--- config.mk ---
export PLATFORM = sky130hd
export DESIGN_NAME = ambient_light_backlight_ramp
export DESIGN_NICKNAME = d
export VERILOG_FILES = /design/src/rtl/albr_pkg.sv /design/src/rtl/albr_step.sv /design/src/rtl/ambient_light_backlight_ramp.sv
export SDC_FILE = /design/constraint.sdc
export NUM_CORES = 1
export LEC_CHECK = 0
export ABC_AREA = 1
export BUFFER_PORTS_ARGS = -buffer_cell sky130_fd_sc_hd__buf_2
export CORE_UTILIZATION = 46
export DETAILED_ROUTE_END_ITERATION = 8
export HOLD_SLACK_MARGIN = 0.02
export PLACE_DENSITY = 0.65
export SYNTH_ARGS = -nofsm -noshare
export SYNTH_HDL_FRONTEND = slang
export SYNTH_HIERARCHICAL = 1
export SYNTH_SLANG_ARGS = --single-unit
--- constraint.sdc ---
create_clock -name clk -period 6.2 [get_ports clk]
set_clock_uncertainty 0.05 [all_clocks]
set_input_delay 0 -clock clk [delete_from_list [all_inputs] [get_ports clk]]
set_output_delay 0 -clock clk [all_outputs]
set_load 0.02 [all_outputs]
--- src/rtl/albr_pkg.sv ---
// Package for the ambient light backlight ramp: types, constants, ladder map.
package albr_pkg;

	localparam int LEVEL_W   = 7;
	localparam int READING_W = 16;
	localparam int COUNT_W   = 8;
	localparam int TOL_W     = 15;
	localparam int CFG_IDX_W = 3;
	localparam int CFG_DATA_W = 15;
	localparam int LADDER_STEPS = 10;

	localparam logic [LEVEL_W-1:0] LEVEL_MAX     = 7'd100;
	localparam logic [COUNT_W-1:0] RESTART_COUNT = 8'd5;

	// Item operation codes
	localparam logic OP_TICK    = 1'b0;
	localparam logic OP_RESTART = 1'b1;

	// Register indexes
	localparam logic [CFG_IDX_W-1:0] REG_ALS_ENABLE    = 3'd0;
	localparam logic [CFG_IDX_W-1:0] REG_OFFSET_STEPS  = 3'd1;
	localparam logic [CFG_IDX_W-1:0] REG_SAMPLE_PERIOD = 3'd2;
	localparam logic [CFG_IDX_W-1:0] REG_TOLERANCE     = 3'd3;
	localparam logic [CFG_IDX_W-1:0] REG_STABLE_COUNT  = 3'd4;
	localparam logic [CFG_IDX_W-1:0] REG_RAMP_PERIOD   = 3'd5;

	// Ladder edges, brightest first, with the level each maps to
	localparam logic [READING_W-1:0] LADDER_EDGE [LADDER_STEPS] = '{
		16'h5034, 16'h4620, 16'h3C26, 16'h3220, 16'h2189,
		16'h1E13, 16'h149A, 16'h0F73, 16'h0A4D, 16'h0834
	};
	localparam logic [LEVEL_W-1:0] LADDER_LEVEL [LADDER_STEPS] = '{
		7'd100, 7'd90, 7'd80, 7'd70, 7'd60,
		7'd50, 7'd40, 7'd30, 7'd20, 7'd10
	};

	typedef struct packed {
		logic                 op;
		logic [READING_W-1:0] sample;
		logic [LEVEL_W-1:0]   start_level;
	} in_item_t;

	typedef struct packed {
		logic [LEVEL_W-1:0] level;
		logic [LEVEL_W-1:0] target_level;
		logic               level_changed;
		logic               reading_settled;
	} out_item_t;

	typedef struct packed {
		logic               als_enable;
		logic [LEVEL_W-1:0] offset_steps;
		logic [COUNT_W-1:0] sample_period;
		logic [TOL_W-1:0]   tolerance;
		logic [COUNT_W-1:0] sense_stable_count;
		logic [COUNT_W-1:0] ramp_period;
	} cfg_t;

	typedef struct packed {
		logic [COUNT_W-1:0]   sample_cnt;
		logic [COUNT_W-1:0]   stable_cnt;
		logic [COUNT_W-1:0]   ramp_cnt;
		logic [READING_W-1:0] window_ref;
		logic [LEVEL_W-1:0]   target;
		logic [LEVEL_W-1:0]   level;
	} state_t;

	localparam cfg_t CFG_RESET = '{
		als_enable:         1'b0,
		offset_steps:       7'd0,
		sample_period:      8'd200,
		tolerance:          15'd255,
		sense_stable_count: 8'd2,
		ramp_period:        8'd25
	};

	localparam state_t STATE_RESET = '{
		sample_cnt: 8'd200,
		stable_cnt: 8'd2,
		ramp_cnt:   8'd25,
		window_ref: 16'd0,
		target:     7'd0,
		level:      7'd0
	};

	// First edge strictly exceeded wins; a reading at or below the lowest edge maps to 0
	function automatic logic [LEVEL_W-1:0] ladder_map(input logic [READING_W-1:0] r);
		logic [LEVEL_W-1:0] m;
		m = '0;
		for (int i = LADDER_STEPS - 1; i >= 0; i--) begin
			if (r > LADDER_EDGE[i])
				m = LADDER_LEVEL[i];
		end
		return m;
	endfunction

endpackage

--- src/rtl/albr_step.sv ---
// Next-state and result logic for one item of the backlight ramp.
module albr_step (
	input  albr_pkg::state_t   cur,
	input  albr_pkg::cfg_t     cfg,
	input  albr_pkg::in_item_t item,
	output albr_pkg::state_t   nxt,
	output albr_pkg::out_item_t res
);

	logic                           tick_en;
	logic [albr_pkg::COUNT_W-1:0]   sample_dec;
	logic [albr_pkg::COUNT_W-1:0]   stable_dec;
	logic [albr_pkg::COUNT_W-1:0]   ramp_dec;
	logic                           sample_fire;
	logic                           ramp_fire;
	logic [albr_pkg::READING_W-1:0] clamp_lo;
	logic [albr_pkg::READING_W-1:0] clamp_hi;
	logic [albr_pkg::READING_W-1:0] clamped;
	logic [albr_pkg::READING_W:0]   ref_plus_tol;
	logic [albr_pkg::READING_W:0]   smp_plus_tol;
	logic                           in_window;
	logic                           settle;
	logic [albr_pkg::LEVEL_W:0]     mapped_sum;
	logic [albr_pkg::LEVEL_W-1:0]   mapped_sat;
	logic [albr_pkg::LEVEL_W-1:0]   target_new;
	logic [albr_pkg::LEVEL_W-1:0]   start_sat;
	logic                           step_up;
	logic                           step_dn;

	assign tick_en    = (item.op == albr_pkg::OP_TICK) && cfg.als_enable;
	assign sample_dec = cur.sample_cnt - albr_pkg::COUNT_W'(1);
	assign stable_dec = cur.stable_cnt - albr_pkg::COUNT_W'(1);
	assign ramp_dec   = cur.ramp_cnt - albr_pkg::COUNT_W'(1);
	assign sample_fire = tick_en && (sample_dec == '0);
	assign ramp_fire   = tick_en && (ramp_dec == '0);

	// clamp to [tol, 65535 - tol]
	assign clamp_lo = {1'b0, cfg.tolerance};
	assign clamp_hi = {albr_pkg::READING_W{1'b1}} - {1'b0, cfg.tolerance};

	always_comb begin
		if (item.sample < clamp_lo)
			clamped = clamp_lo;
		else if (item.sample > clamp_hi)
			clamped = clamp_hi;
		else
			clamped = item.sample;
	end

	// ref - tol <= s <= ref + tol, kept unsigned by moving tol across
	assign ref_plus_tol = {1'b0, cur.window_ref} + {2'b00, cfg.tolerance};
	assign smp_plus_tol = {1'b0, clamped} + {2'b00, cfg.tolerance};
	assign in_window    = (ref_plus_tol >= {1'b0, clamped}) &&
	                      (smp_plus_tol >= {1'b0, cur.window_ref});
	assign settle       = sample_fire && in_window && (stable_dec == '0);

	assign mapped_sum = {1'b0, albr_pkg::ladder_map(cur.window_ref)} +
	                    {1'b0, cfg.offset_steps};
	assign mapped_sat = (mapped_sum > {1'b0, albr_pkg::LEVEL_MAX}) ?
	                    albr_pkg::LEVEL_MAX : mapped_sum[albr_pkg::LEVEL_W-1:0];
	assign target_new = settle ? mapped_sat : cur.target;

	assign step_up = ramp_fire && (target_new > cur.level);
	assign step_dn = ramp_fire && (target_new < cur.level);

	assign start_sat = (item.start_level > albr_pkg::LEVEL_MAX) ?
	                   albr_pkg::LEVEL_MAX : item.start_level;

	always_comb begin
		nxt = cur;
		res.level_changed   = 1'b0;
		res.reading_settled = 1'b0;
		if (item.op == albr_pkg::OP_RESTART) begin
			nxt.sample_cnt = albr_pkg::RESTART_COUNT;
			nxt.stable_cnt = albr_pkg::RESTART_COUNT;
			nxt.ramp_cnt   = albr_pkg::RESTART_COUNT;
			nxt.target     = start_sat;
			nxt.level      = start_sat;
		end else if (tick_en) begin
			nxt.sample_cnt = sample_fire ? cfg.sample_period : sample_dec;
			if (sample_fire) begin
				if (!in_window) begin
					nxt.stable_cnt = cfg.sense_stable_count;
					nxt.window_ref = clamped;
				end else if (stable_dec == '0) begin
					nxt.stable_cnt = cfg.sense_stable_count;
				end else begin
					nxt.stable_cnt = stable_dec;
				end
			end
			nxt.target     = target_new;
			nxt.ramp_cnt   = ramp_fire ? cfg.ramp_period : ramp_dec;
			if (step_up)
				nxt.level = cur.level + albr_pkg::LEVEL_W'(1);
			else if (step_dn)
				nxt.level = cur.level - albr_pkg::LEVEL_W'(1);
			res.level_changed   = step_up || step_dn;
			res.reading_settled = settle;
		end
		res.level        = nxt.level;
		res.target_level = nxt.target;
	end

endmodule

--- src/rtl/ambient_light_backlight_ramp.sv ---
// Ambient light backlight ramp: top level with config registers and result register.
// Latency: a result is valid the cycle after its item transfer (one register stage).
// Throughput: one item per cycle while results are drained; the whole update is a single pass through albr_step.
// An item is taken whenever the result register is empty or is being drained this cycle.
// Reset (arst_n low, asynchronous): registers to their defaults, countdowns to
// 200/2/25, reference, target and level to 0, result register empty.
module ambient_light_backlight_ramp (
	input  logic                                 clk,
	input  logic                                 arst_n,
	// item channel
	input  logic                                 item_valid,
	output logic                                 item_ready,
	input  albr_pkg::in_item_t                   item,
	// result channel
	output logic                                 result_valid,
	input  logic                                 result_ready,
	output albr_pkg::out_item_t                  result,
	// config write port
	input  logic                                 cfg_we,
	input  logic [albr_pkg::CFG_IDX_W-1:0]       cfg_index,
	input  logic [albr_pkg::CFG_DATA_W-1:0]      cfg_wdata
);

	albr_pkg::cfg_t      cfg_q;
	albr_pkg::state_t    state_q;
	albr_pkg::state_t    state_nxt;
	albr_pkg::out_item_t res_nxt;
	albr_pkg::out_item_t result_q;
	logic                result_valid_q;
	logic                item_xfer;

	// Result register frees up in the same cycle it is drained
	assign item_ready = !result_valid_q || result_ready;
	assign item_xfer  = item_valid && item_ready;

	assign result_valid = result_valid_q;
	assign result       = result_q;

	// Config decode; unknown indexes are dropped, data is cut to register width
	always_ff @(posedge clk or negedge arst_n) begin
		if (!arst_n) begin
			cfg_q <= albr_pkg::CFG_RESET;
		end else if (cfg_we) begin
			unique case (cfg_index)
				albr_pkg::REG_ALS_ENABLE:    cfg_q.als_enable <= cfg_wdata[0];
				albr_pkg::REG_OFFSET_STEPS:  cfg_q.offset_steps <= cfg_wdata[albr_pkg::LEVEL_W-1:0];
				albr_pkg::REG_SAMPLE_PERIOD: cfg_q.sample_period <= cfg_wdata[albr_pkg::COUNT_W-1:0];
				albr_pkg::REG_TOLERANCE:     cfg_q.tolerance <= cfg_wdata[albr_pkg::TOL_W-1:0];
				albr_pkg::REG_STABLE_COUNT:
					cfg_q.sense_stable_count <= cfg_wdata[albr_pkg::COUNT_W-1:0];
				albr_pkg::REG_RAMP_PERIOD:   cfg_q.ramp_period <= cfg_wdata[albr_pkg::COUNT_W-1:0];
				default: ;
			endcase
		end
	end

	// Sampling, settling, ladder map and ramp step all resolve in one pass
	albr_step u_step (
		.cur  (state_q),
		.cfg  (cfg_q),
		.item (item),
		.nxt  (state_nxt),
		.res  (res_nxt)
	);

	always_ff @(posedge clk or negedge arst_n) begin
		if (!arst_n) begin
			state_q        <= albr_pkg::STATE_RESET;
			result_valid_q <= 1'b0;
		end else begin
			if (item_xfer)
				state_q <= state_nxt;
			if (item_xfer)
				result_valid_q <= 1'b1;
			else if (result_ready)
				result_valid_q <= 1'b0;
		end
	end

	// payload, no reset needed
	always_ff @(posedge clk) begin
		if (item_xfer)
			result_q <= res_nxt;
	end

	a_level_range: assert property (@(posedge clk) disable iff (!arst_n)
		result_valid_q |-> (result_q.level <= albr_pkg::LEVEL_MAX) &&
		                   (result_q.target_level <= albr_pkg::LEVEL_MAX))
		else $error("level or target above maximum");

	a_restart_loads: assert property (@(posedge clk) disable iff (!arst_n)
		(item_xfer && item.op == albr_pkg::OP_RESTART) |=>
		(result_q.level == result_q.target_level) && !result_q.level_changed &&
		!result_q.reading_settled)
		else $error("restart did not load level and target");

	a_changed_flag: assert property (@(posedge clk) disable iff (!arst_n)
		(item_xfer && item.op == albr_pkg::OP_TICK) |=>
		(result_q.level_changed == (result_q.level != $past(state_q.level))))
		else $error("level_changed disagrees with level movement");

	a_disabled_quiet: assert property (@(posedge clk) disable iff (!arst_n)
		(item_xfer && item.op == albr_pkg::OP_TICK && !cfg_q.als_enable) |=>
		!result_q.level_changed && !result_q.reading_settled && $stable(state_q))
		else $error("tick changed state while dimming off");

endmodule
======== After elaboration in Yosys (flattened, before gate mapping) ========
Index checks and enable logic that the tools add are counted.
cells by class
  multiply operators ...................... 0
  divide/modulo/power cells ............... 0
  order comparisons ....................... 18
  bitwise logic cells ..................... 3
  reductions and logical operators ........ 29
  muxes and demuxes ....................... 29
  shift-type cells ........................ 0
  $add $sub $neg .......................... 9
  eq/ne operators ......................... 5
operator list
  operator                number
  $mux 16                 4
  $mux 7                  9
  $mux 54                 1
  $gt 16x12->1 const B    3
  $gt 16x14->1 const B    3
  $mux 8                  5
  $add 16x15->17          2
  $ge 17x16->1            2
  $gt 16x13->1 const B    2
  $gt 16x15->1 const B    2
  $logic_not 8->1         3
  $mux 24                 1
  $sub 8x1->8 const B     3
  $mux 6                  3
  $gt 16x16->1            1
  $lt 16x15->1            1
  $sub 16x15->16 const A  1
  $mux 14                 1
  $reduce_and 2->1        7
  $mux 5                  2
  $logic_and 1x1->1       9
  $add 7x7->8             1
  $gt 8x7->1 const B      1
  $add 7x1->7 const B     1
  other kinds (17)        25
storage, ports and cells
  register bits after elaboration ......... 118
  memories ................................ 0
  output and inout bits ................... 18
  RAM bits ................................ 0
  bits in read-only memories .............. 0
  word-level logic and storage cells ...... 110
  latch bits .............................. 0

======== Depth between registers and ports, before layout ========
  word-level depth ........................ 21
  gate-level depth with buffers ........... 55
  gate-level depth less buffers ........... 53

======== Modules after synthesis ========
Netlist, hierarchy kept.
modules (own cells, without submodules)
  module                        area an instance (um2)  cells each  instances  seq. area each (um2)
  albr_step                     6507.5                  1159        1          0.0
  ambient_light_backlight_ramp  4568.1                  471         1          3060.4

======== Worst setup path before layout ========
Ideal clock, no wire load.
  path kind ............................... register -> register
  start point ............................. register cfg_q[23] (netlist name)
  end point ............................... register result_q (netlist bit result[10]) (data pin)
  period minus slack after synthesis ...... 6880 ps
  cell stages (with the launch flop) ...... 48
  buffers on the path ..................... 3
  data arrival time ....................... 6579 ps
  setup slack ............................. -680 ps
  cell sequence ........................... dfstp_2 inv_1 ha_1 nor4_1 nand2_1 nand3_1 nand2_1 o221ai_2 clkbuf_1 nand3_1 nand3_1 nand2_1 ha_1 fa_1 nand2_1 a21oi_1 nand2_1 o211ai_1 (+12 left out) nand2_1 and2_1 ha_1 inv_1 nor2_1 o21a_1 o21ai_0 nand3_1 inv_1 nand3_1 buf_2 nand2_1 o21ai_0 nand2_1 nand2_1 nand2_1 nand2_1 buf_4
RTL lines
  item                    line                                source
  from (decl)             ambient_light_backlight_ramp.sv:24  albr_pkg::cfg_t cfg_q;
  from (signal assigned)  ambient_light_backlight_ramp.sv:42  cfg_q <= albr_pkg::CFG_RESET;
  to (signal assigned)    ambient_light_backlight_ramp.sv:83  result_q <= res_nxt;
  to (decl)               ambient_light_backlight_ramp.sv:28  albr_pkg::out_item_t result_q;

==> reports/qor.yml <==
outcome:
  status: "complete, but fails checks"
  violations: "setup timing"
pwr:
  p_seq_share_pct: 20.8
  power_switching_uw: 2520
  switching_share_pct: 46.2
  pwr-share-comb_pct: 59.6
  p_per_area_mw_per_mm2: 389
  power.leakage_uw: 0.00732
  p_total_uw: 5460
  p_int_uw: 2940
  irDropWorstVdd_v: 0.000228
  clkPwrFrac_pct: 19.6
setup_path:
  cpMostUsedCell: "nand2_1"
  cpPeakStageDelay_ps: 530
  cpMaxStageDelayCell: "dfstp_2"
  r2r_end: "state_q[6]$_DFFE_PN0P_"
  path_class: "flip-flop to flip-flop"
  regToRegSetupSlack_ps: -280
  cp_max_fo: 8
  crit_arrival_ps: 6800
  critPathRequiredTime_ps: 6520
  endpoint_kind: "flip-flop"
  crit_family: "simple AND/OR/NAND/NOR gates"
  timing.rr.start: "cfg_q[18]$_DFFE_PN1P_"
  crit_path_start: "cfg_q[18]$_DFFE_PN1P_"
  critPathBufInv: 7
  reg2regPathDepth: 50
  worstSetupPathDepth: 50
  startpoint_type: "flip-flop"
clock_network:
  clkTransAtPathRegs_ps: 60
  numCtsBuffers: 17
  clk_latency_ps: 430
  clock-root-buffer: "clkbuf_16"
  ctsHtreeMaxLevel: 4
  cts_tree: "done"
  clock_sinks: 118
  cts_buffer_depth: 2
timing:
  fmax_ghz: 0.154
  holdWs_ps: 103
  finalMaxSlewViolations: 0
  worst_pin_slew_ps: 1000
  rsz0062_at_grt: "true"
  setup_slack_ps: -278
  setup_viol: 14
  maxSlewHeadroom_pct: 33.2
  hold_violations: 0
  period_needed_ps: 6480
  period_share_pct: 104
place:
  dpl.hpwl_mm: 23.7
  post_dp_cell_area_mm2: 0.0123
  gp_congestion: 0.896
  pre_cts_ws_ps: -401
  port_buffers: 64
global_route:
  grt-ovfl-total: 0
  grt_util_all_layers_pct: 27.4
  grt_pass1_wl_mm: 53.3
  antenna_found_initial: 0
  grt_pass1_vias: 10700
  grt_start_max_net_pins: 77
final_layout:
  syn2layout_area_growth_pct: 26.7
  nets: 1988
  layout-drive-gt1-share_pct: 19.3
  fill_cells: 2199
  antenna-diode-count: 0
  final_cell_area_mm2: 0.0140
synth:
  yosysUniqueCellTypes: 57
  ys.warnings.count: 6
  synth.net_count: 1793
  ys_seq_elements: 118
  syn_inst: 1630
  syn_area_per_cell_um2: 6.79
  synth-edff-count: 16
  async_reset_ff_share_pct: 86.4
  yosysSeqAreaShare_pct: 27.6
  synth-main-ff-cell: "dfrtp_1"
  syn_area_mm2: 0.0111
routing:
  ant_nets: 0
  via_per_inst: 5.28
  dr.pass1.iters: 5
  drt_wl_total_mm: 33.2
  vias: 11400
  drc: 0
  initialDrtViolationCount: 818
  wl_per_cell_um: 15.4
hold_path:
  min_path_cells: 4
  min_path_type: "primary input to flip-flop"
  worstHoldStart: "item[23]"
  min_to: "state_q[39]$_DFFE_PN1P_"
die:
  die_area_mm2: 0.0247
  initial_core_util_pct: 47.0
  core_area_mm2: 0.0235
  die_h_um: 157
  ioPinCount: 65
  rows: 56
  die_w_um: 157
run:
  cap_violations: 0
[repair_timing]
item,in CTS,in global routing
hold endpoints to repair,100,0
buffers inserted,16,6
hold buffers,44,0
cloned,2,1
pin swaps,18,40
setup endpoints to repair,15,31
resized for setup,43,51
[cells in the mapped netlist (all sizes together), types with 2 or more instances]
cell type | n | area share (%)
a211oi | 9 | 0.61
a21boi | 3 | 0.20
a21o | 2 | 0.14
a21oi | 75 | 3.4
a221oi | 2 | 0.16
a31oi | 15 | 0.85
and2 | 6 | 0.34
and3 | 2 | 0.11
buf | 38 | 2.2
clkbuf | 18 | 0.62
clkinv | 2 | 0.068
dfrtp | 80 | 18
dfstp | 22 | 5.2
edfxtp | 16 | 4.3
fa | 3 | 0.54
ha | 113 | 13
inv | 207 | 7.1
nand2 | 552 | 19
nand3 | 161 | 7.6
nand3b | 5 | 0.45
nand4 | 26 | 1.5
nor2 | 85 | 3.4
nor3 | 20 | 0.90
nor4 | 7 | 0.45
o211ai | 12 | 0.86
o21ai | 69 | 3.1
o21bai | 7 | 0.47
o31ai | 2 | 0.14
or2 | 3 | 0.17
xnor2 | 15 | 1.2
xor2 | 44 | 3.5
[worst max-delay path by stage]
stage / end / slack (ps)
3_3_place_gp: result[15]$_DFFE_PP_ / -210
6_report: state_q[6]$_DFFE_PN0P_ / -280
5_1_grt: state_q[6]$_DFFE_PN0P_ / -780
3_5_place_dp: state_q[2]$_DFFE_PN0P_ / -400
2_1_floorplan: result[10]$_DFFE_PP_ / -360
4_1_cts: result[11]$_DFFE_PP_ / -120
[cell families (layout without fill, tap and decap cells)]
group / count (synthesis) / count (layout) / synth area share [%]
AND/OR/NAND/NOR: 868 / 870 / 33.8
flip-flops: 118 / 118 / 27.6
XOR/XNOR: 59 / 59 / 4.67
adder cells (fa/ha/maj): 116 / 116 / 13.3
buffers and inverters: 265 / 470 / 9.94
AO/OA/AOI/OAI: 204 / 205 / 10.6
[final cells by class]
type | count | area [µm²] | share of cell area (%)
Timing Repair Buffer | 229 | 1700 | 12.1
Inverter | 209 | 795 | 5.66
Multi-Input combinational cell | 1250 | 7450 | 53.1
Clock buffer | 17 | 425 | 3.03
Sequential cell | 118 | 3060 | 21.8
Clock inverter | 15 | 201 | 1.44
Tap cell | 319 | 399 | 2.84
[per-stage QoR]
stage / cells / setup TNS (ps) / util, %
global route: 2157 / -10330 / 59.6
floorplan: 1630 / -3400 / -
detailed placement: 2056 / -5190 / 52.2
CTS: 2150 / -1340 / 58.4
global placement: 2056 / -2360 / 52.2
finish: 2157 / -3510 / 59.6
[layer usage]
metal,part of all wire [%],global-route usage [%],vias up
met5,0,0,-
met4,1.0,6.56,0
met3,4.9,2.95,24
met2,47,45.3,332
met1,47,38.2,5294
li1,-,-,5731
[placed cells by master, fill, tap and decap left out, types with 5 or more instances in the layout]
cell / n
nand2_1: 525
inv_1: 194
nand3_1: 149
buf_4: 118
ha_1: 94
dfrtp_1: 80
nor2_1: 73
a21oi_1: 72
buf_2: 63
o21ai_0: 51
dlygate4sd3_1: 43
xor2_1: 42
nand4_1: 26
dfstp_2: 22
nand2_2: 21
ha_4: 19
clkbuf_16: 17
edfxtp_1: 16
nor3_1: 16
a31oi_1: 15
xnor2_1: 15
o21ai_1: 13
o211ai_1: 11
nand3_2: 10
inv_2: 10
a211oi_1: 8
nor2_4: 7
o21bai_1: 7
nor2_2: 6
nand2_4: 5
and2_4: 5
o21ai_2: 5
[power by group through the flow]
stage                     Combinational (µW)  Clock, µW  Sequential (µW)
after global placement                  2870          0             1140
after floorplan                         2080          0             1110
after global routing                    3660       1110             1160
final                                   3260       1070             1140
after CTS                               3100       1080             1130
after detailed placement                2920          0             1140
[worst register-to-register path: cells and delay by family (launching register included)]
kind / cells / cell delay, ps
AND/OR/NAND/NOR: 30 / 2740
XOR/XNOR: 1 / 150
buffers and inverters: 7 / 820
AO/OA/AOI/OAI: 8 / 1090
flip-flops: 1 / 530
adder cells (fa/ha/maj): 4 / 1030
[state kept, by name (all words and copies together), names as in the netlist]
register	flops
state_q	54
cfg_q	47
result	16
result_valid	1
(Power assumes the default switching activity.)
